### config.mk
export PLATFORM = sky130hd
export DESIGN_NAME = bounded_deque_with_search_core
export DESIGN_NICKNAME = d
export VERILOG_FILES = /design/src/design/bdq_pkg.sv /design/src/design/bdq_store.sv /design/src/design/bounded_deque_with_search_core.sv
export SDC_FILE = /design/constraint.sdc
export NUM_CORES = 1
export LEC_CHECK = 0
export BUFFER_PORTS_ARGS = -buffer_cell sky130_fd_sc_hd__buf_4
export CORE_UTILIZATION = 50
export DETAILED_ROUTE_END_ITERATION = 16
export PLACE_DENSITY = 0.72
export SYNTH_ARGS = -nofsm -noshare
export SYNTH_HDL_FRONTEND = slang
export SYNTH_SLANG_ARGS = --single-unit
export TNS_END_PERCENT = 100
### constraint.sdc
create_clock -name clk_i -period 5 [get_ports clk_i]
set_clock_uncertainty 0.05 [all_clocks]
set_input_delay 0.75 -clock clk_i [delete_from_list [all_inputs] [get_ports clk_i]]
set_output_delay 0.75 -clock clk_i [all_outputs]
set_load 0.005 [all_outputs]
### src/design/bdq_pkg.sv
// Shared types and constants for the bounded deque with search.
// No dependencies; used by bdq_store and bounded_deque_with_search_core.
package bdq_pkg;

  localparam int unsigned DataW = 32;
  localparam int unsigned PosW  = 4;

  typedef enum logic [2:0] {
    ACT_PUSH_BACK  = 3'd0,
    ACT_PUSH_FRONT = 3'd1,
    ACT_POP_BACK   = 3'd2,
    ACT_POP_FRONT  = 3'd3,
    ACT_FIND       = 3'd4
  } action_e;

  typedef enum logic [1:0] {
    ST_OK        = 2'd0,
    ST_EMPTY     = 2'd1,
    ST_FULL      = 2'd2,
    ST_NOT_FOUND = 2'd3
  } status_e;

endpackage

### src/design/bdq_store.sv
// Element ring storage: one write port, one registered read port and key compare.
// Depends on bdq_pkg for the data width.
module bdq_store #(
  parameter int unsigned DEPTH = 16
) (
  input  logic                                  clk_i,
  input  logic                                  wr_en_i,
  input  logic [$clog2(DEPTH)-1:0]              wr_addr_i,
  input  logic signed [bdq_pkg::DataW-1:0]      wr_data_i,
  input  logic                                  rd_en_i,
  input  logic [$clog2(DEPTH)-1:0]              rd_addr_i,
  input  logic signed [bdq_pkg::DataW-1:0]      key_i,
  output logic                                  hit_o
);

  logic signed [bdq_pkg::DataW-1:0] mem_q [DEPTH];
  logic signed [bdq_pkg::DataW-1:0] rd_data_q;

  always_ff @(posedge clk_i) begin
    if (wr_en_i) begin
      mem_q[wr_addr_i] <= wr_data_i;
    end
  end

  always_ff @(posedge clk_i) begin
    if (rd_en_i) begin
      rd_data_q <= mem_q[rd_addr_i];
    end
  end

  // compare against the entry read last cycle
  assign hit_o = (rd_data_q == key_i);

endmodule

### src/design/bounded_deque_with_search_core.sv
// Bounded deque of signed 32-bit values in a ring memory, with front-to-back search.
// Push and pop: result strobe in the cycle after the request beat; next request that cycle.
// Find: the request beat reads the front entry, then one memory read and compare per entry
// walked until a match or the last stored entry; done_o then strobes the result.
// Reset (async, active low) empties the deque; memory contents are left as they are.
// Results cannot be stalled: done_o marks each result for exactly one cycle.
module bounded_deque_with_search_core #(
  parameter int unsigned DEPTH = 16
) (
  input  logic                                   clk_i,
  input  logic                                   rst_ni,
  input  logic                                   start,
  output logic                                   busy,
  input  logic [2:0]                             action_i,
  input  logic signed [bdq_pkg::DataW-1:0]       value_i,
  output logic                                   done_o,
  output logic [1:0]                             status_o,
  output logic [bdq_pkg::PosW-1:0]               position_o,
  output logic [$clog2(DEPTH+1)-1:0]             fill_count_o
);

  localparam int unsigned IdxW = $clog2(DEPTH);
  localparam int unsigned CntW = $clog2(DEPTH + 1);

  typedef enum logic {
    S_IDLE,
    S_SCAN
  } state_e;

  state_e                            state_q, state_d;
  logic [IdxW-1:0]                   front_q, front_d;
  logic [CntW-1:0]                   count_q, count_d;
  logic [IdxW-1:0]                   rd_ptr_q, rd_ptr_d;
  logic [IdxW-1:0]                   cmp_pos_q, cmp_pos_d;
  logic signed [bdq_pkg::DataW-1:0]  key_q, key_d;
  logic                              done_q, done_d;
  bdq_pkg::status_e                  status_q, status_d;
  logic [bdq_pkg::PosW-1:0]          pos_q, pos_d;

  logic                              accept;
  logic                              wr_en;
  logic [IdxW-1:0]                   wr_addr;
  logic                              rd_en;
  logic [IdxW-1:0]                   rd_addr;
  logic                              hit;
  logic [CntW:0]                     back_sum;
  logic [IdxW-1:0]                   back_addr;
  logic                              is_full;
  logic                              is_empty;

  function automatic logic [IdxW-1:0] ring_inc(input logic [IdxW-1:0] idx);
    ring_inc = (idx == IdxW'(DEPTH - 1)) ? '0 : idx + IdxW'(1);
  endfunction

  function automatic logic [IdxW-1:0] ring_dec(input logic [IdxW-1:0] idx);
    ring_dec = (idx == '0) ? IdxW'(DEPTH - 1) : idx - IdxW'(1);
  endfunction

  assign busy     = (state_q != S_IDLE);
  assign accept   = start && !busy;
  assign is_full  = (count_q == CntW'(DEPTH));
  assign is_empty = (count_q == '0);

  // front + count stays below 2*DEPTH, so one conditional subtract wraps it
  assign back_sum  = (CntW+1)'(front_q) + (CntW+1)'(count_q);
  assign back_addr = (back_sum >= (CntW+1)'(DEPTH)) ?
                     IdxW'(back_sum - (CntW+1)'(DEPTH)) : IdxW'(back_sum);

  always_comb begin
    state_d   = state_q;
    front_d   = front_q;
    count_d   = count_q;
    rd_ptr_d  = rd_ptr_q;
    cmp_pos_d = cmp_pos_q;
    key_d     = key_q;
    done_d    = 1'b0;
    status_d  = status_q;
    pos_d     = pos_q;
    wr_en     = 1'b0;
    wr_addr   = back_addr;
    rd_en     = 1'b0;
    rd_addr   = rd_ptr_q;

    unique case (state_q)
      S_IDLE: begin
        if (accept) begin
          done_d   = 1'b1;
          status_d = bdq_pkg::ST_OK;
          pos_d    = '0;
          case (bdq_pkg::action_e'(action_i))
            bdq_pkg::ACT_PUSH_BACK: begin
              if (is_full) begin
                status_d = bdq_pkg::ST_FULL;
              end else begin
                wr_en   = 1'b1;
                wr_addr = back_addr;
                count_d = count_q + CntW'(1);
              end
            end
            bdq_pkg::ACT_PUSH_FRONT: begin
              if (is_full) begin
                status_d = bdq_pkg::ST_FULL;
              end else begin
                front_d = ring_dec(front_q);
                wr_en   = 1'b1;
                wr_addr = ring_dec(front_q);
                count_d = count_q + CntW'(1);
              end
            end
            bdq_pkg::ACT_POP_BACK: begin
              if (is_empty) begin
                status_d = bdq_pkg::ST_EMPTY;
              end else begin
                count_d = count_q - CntW'(1);
              end
            end
            bdq_pkg::ACT_POP_FRONT: begin
              if (is_empty) begin
                status_d = bdq_pkg::ST_EMPTY;
              end else begin
                front_d = ring_inc(front_q);
                count_d = count_q - CntW'(1);
              end
            end
            bdq_pkg::ACT_FIND: begin
              if (is_empty) begin
                status_d = bdq_pkg::ST_NOT_FOUND;
              end else begin
                // launch the read of the front entry; result comes from the scan
                done_d    = 1'b0;
                rd_en     = 1'b1;
                rd_addr   = front_q;
                rd_ptr_d  = ring_inc(front_q);
                cmp_pos_d = '0;
                key_d     = value_i;
                state_d   = S_SCAN;
              end
            end
            default: begin
            end
          endcase
        end
      end
      S_SCAN: begin
        if (hit) begin
          done_d   = 1'b1;
          status_d = bdq_pkg::ST_OK;
          pos_d    = bdq_pkg::PosW'(cmp_pos_q);
          state_d  = S_IDLE;
        end else if (CntW'(cmp_pos_q) == count_q - CntW'(1)) begin
          done_d   = 1'b1;
          status_d = bdq_pkg::ST_NOT_FOUND;
          pos_d    = '0;
          state_d  = S_IDLE;
        end else begin
          rd_en     = 1'b1;
          rd_addr   = rd_ptr_q;
          rd_ptr_d  = ring_inc(rd_ptr_q);
          cmp_pos_d = cmp_pos_q + IdxW'(1);
        end
      end
      default: begin
        state_d = S_IDLE;
      end
    endcase
  end

  always_ff @(posedge clk_i or negedge rst_ni) begin
    if (!rst_ni) begin
      state_q   <= S_IDLE;
      front_q   <= '0;
      count_q   <= '0;
      rd_ptr_q  <= '0;
      cmp_pos_q <= '0;
      key_q     <= '0;
      done_q    <= 1'b0;
      status_q  <= bdq_pkg::ST_OK;
      pos_q     <= '0;
    end else begin
      state_q   <= state_d;
      front_q   <= front_d;
      count_q   <= count_d;
      rd_ptr_q  <= rd_ptr_d;
      cmp_pos_q <= cmp_pos_d;
      key_q     <= key_d;
      done_q    <= done_d;
      status_q  <= status_d;
      pos_q     <= pos_d;
    end
  end

  bdq_store #(
    .DEPTH (DEPTH)
  ) u_store (
    .clk_i     (clk_i),
    .wr_en_i   (wr_en),
    .wr_addr_i (wr_addr),
    .wr_data_i (value_i),
    .rd_en_i   (rd_en),
    .rd_addr_i (rd_addr),
    .key_i     (key_q),
    .hit_o     (hit)
  );

  assign done_o       = done_q;
  assign status_o     = status_q;
  assign position_o   = pos_q;
  assign fill_count_o = count_q;

`ifndef ASSERT_OFF
  a_count_bound: assert property (@(posedge clk_i) disable iff (!rst_ni)
    count_q <= CntW'(DEPTH))
    else $error("element count above depth");

  a_scan_nonempty: assert property (@(posedge clk_i) disable iff (!rst_ni)
    (state_q == S_SCAN) |-> (count_q != '0) && (CntW'(cmp_pos_q) < count_q))
    else $error("scan position outside stored range");

  a_quick_result: assert property (@(posedge clk_i) disable iff (!rst_ni)
    accept && (action_i != bdq_pkg::ACT_FIND) |=> done_q && (state_q == S_IDLE))
    else $error("push/pop result not returned next cycle");

  a_full_fill: assert property (@(posedge clk_i) disable iff (!rst_ni)
    done_q && (status_q == bdq_pkg::ST_FULL) |-> (count_q == CntW'(DEPTH)))
    else $error("full status with room left");

  a_scan_no_done: assert property (@(posedge clk_i) disable iff (!rst_ni)
    $rose(busy) |-> !done_q)
    else $error("result strobed on scan start");
`endif

endmodule
==> summary.md <==
| Metric | Value |
|---|---|
| Crit Path Class | `reg -> reg` |
| Worst hold path class | `in -> async` |
| Final nets | `2245` |
| Seq/Total Area, Yosys | `62.33%` |
| Post-synth EDFFs | `544` |
| Clk slew on worst S/H paths | `0.06 ns` |
| Initial antenna violation count | `0` |
| Pwr Total | `17.41 mW` |
| M1 WL | `30.79 mm` |
| P_leak | `11.29 nW` |
| Post-CTS Setup Inserts | `0` |
| Area grow syn2layout | `11.48%` |
| Post_cts resized | `0` |
| Site row count | `87` |
| GRT Total Usage | `26.52%` |
| Die area | `57950 um2` |
| Tcrit/Tclk final | `77.60%` |
| CTS tree | `built` |
| Number of diodes | `0` |
| Crit. End Element | `flop` |
| Routed wire length | `76.13 mm` |
| Cell count after synthesis | `2216` |
| Vias in the first global route | `19240` |
| Cell variety after synth | `60` |
| Total clock sinks | `601` |
| Commonest non-fill, non-tap cell in the layout | `edfxtp_1` |
| Critical path arrival | `4.15 ns` |
| CTS Hold Buffers Added | `0` |
| H-tree level count | `2` |
| Top Metal Used | `met4` |
| Tightest Pin Transition | `1.145 ns` |
| Drt drc | `0` |
| Unrepaired setup endpoints after global routing | `no` |
| Asr flop ratio synth | `9.484%` |
| Proportion of layout cells with a drive suffix above 1 | `12.31%` |
| Number of synthesis warnings | `0` |
| First-pass GRT wire length | `115.6 mm` |
| DR iter-0 viols | `2008` |
| Die width | `240.7 um` |
| Sequential cell area | `17780 um2` |
| Slew headroom | `23.64%` |
| Req. time, crit path | `5.27 ns` |
| Avg Inst Size Synth | `12.86 um2` |
| Startpoint Class | `flop` |
| I/O Buffers | `50` |
| Grt total ovfl | `0` |
| Filler instances | `4517` |
| I/O Pins | `51` |
| Max-cap violation count | `0` |
| Yosys reg bits | `601` |
| Number of CTS-inserted buffers | `61` |
| Total number of vias | `19340` |
| Max Freq | `257.7 MHz` |
| Peak VDD IR | `0.4009 mV` |
| Via-per-instance ratio | `6.434` |
| Most used DFF post-synth | `edfxtp_1` |
| Outcome | `finished, final reports clean` |
| Slew Limit Fails | `0` |
| Core area | `56390 um2` |
| WL met2 | `36.83 mm` |
| Most frequent cells in the layout | `edfxtp_1, mux2i_1, nand2_1` |
| Fin crit period | `3.880 ns` |
| Routed wl met3 | `6.381 mm` |
| Final GP Congestion | `0.8376` |
| WL per Instance | `25.33 um` |
| Mapped Area | `28500 um2` |
| CTS root buffer | `clkbuf_16` |
| DRT Pass-1 Iters | `10` |
| Syn_nets | `2264` |
| Final hold vios | `0` |
| Crit-path max FO | `18` |
| Die Ht | `240.7 um` |
| Initial core utilization | `50.54%` |
| Post-route ant nets | `0` |
| Pwr dens | `547.9 nW/um2` |
| Final setup violation count | `0` |
| Worst skew pair latency | `0.64 ns` |
| Dpl hpwl | `41.74 mm` |
| Max clock buf depth | `3` |
| Setup_tns | `0 ns` |
| Area of the multi-input gates | `9941 um2` |
| Largest net degree at the start of global routing | `112` |
[registers in the layout, summed over array words and instances (netlist names)]
signal,count
u_store.mem_q,512
position_o,4
rd_ptr_q,4
status_o,2
u_store.rd_data_q,32
done_o,1
key_q,32
fill_count_o,5
cmp_pos_q,4
busy,1
front_q,4
[cells by family after synthesis]
kind of cell               count (synthesis)  synth area share, %
xor gates and xnor gates                  49                1.506
DFF                                      601                62.33
and+or+nand+nor                          609                10.22
buffers and inverters                    225                3.469
muxes                                    358                12.81
AOI/OAI and AO/OA                        364                9.198
adders and majority gates                 10               0.4654
[cells in the mapped netlist, drive strengths merged (49+ instances only)]
library cell  number  area [um2]
edfxtp           544       16340
mux2i            307        3077
nand2            234       878.3
nand3            219        1109
buf               97       508.0
clkbuf            83       311.6
a21oi             65       325.3
dfrtp             57        1426
o21ai             52       264.0
mux2              51       574.3
and3              50       312.8
o211ai            49       367.9
[metrics by stage]
| step | setup slack, ns | utilization (%) | instances | hold slack, ns | cell area [um2] |
|---|---|---|---|---|---|
| after CTS | 1.160 | 56.34 | 3006 | 0.2211 | 31770 |
| final | 1.120 | 56.34 | 3006 | 0.2126 | 31770 |
| after global placement | 1.238 | 52.75 | 2890 | 0.4275 | 29740 |
| after global routing | 0.9400 | 56.34 | 3006 | 0.2625 | 31770 |
| after detailed placement | 1.201 | 52.75 | 2890 | 0.4325 | 29740 |
| after floorplan | 0.5792 | - | 2216 | 0.4044 | 28500 |
[report_power, final]
group / total, mW / switching (mW) / internal, mW
Sequential: 6.69 / 0.607 / 6.09
Combinational: 6.12 / 3.86 / 2.26
Clock: 4.59 / 1.90 / 2.69
Total: 17.4 / 6.37 / 11.0
[routing by layer]
metal,up-vias,track usage (%)
met2,956,43.90
met4,0,8.554
met3,164,3.935
li1,8465,-
met5,-,0
met1,9755,36.05
[worst max-delay path, stage by stage (launching register included)]
cell and delay, ns:
dfrtp_1 0.50, inv_1 0.08, ha_1 0.29, nor3b_2 0.22
a2111oi_2 0.67, nand2_1 0.24, mux2i_1 0.21, nand2b_1 0.36
nor2_4 0.65, buf_12 0.26
[final timing paths]
kind	start	to	slack, ns	cells after the start
setup / recovery	fill_count_o[0]	u_store.mem_q[15][6]	1.12	9
hold reg to reg	key_q[26]	key_q[26]	0.45	2
max in group asynchronous	rst_ni	front_q[1]	3.99	1
min in group clk_i	value_i[11]	key_q[11]	0.39	3
hold / removal	rst_ni	fill_count_o[4]	0.21	1
setup reg to reg	fill_count_o[0]	u_store.mem_q[15][6]	1.12	9
[area by class of cell]
class | count | area share, %
Tap cell | 756 | 2.978
Clock inverter | 20 | 0.6420
Inverter | 45 | 0.5317
Clock buffer | 96 | 5.731
Sequential cell | 601 | 55.96
Multi-Input combinational cell | 1390 | 31.29
Timing Repair Buffer | 98 | 2.867
Power figures use the tool's default switching activity.
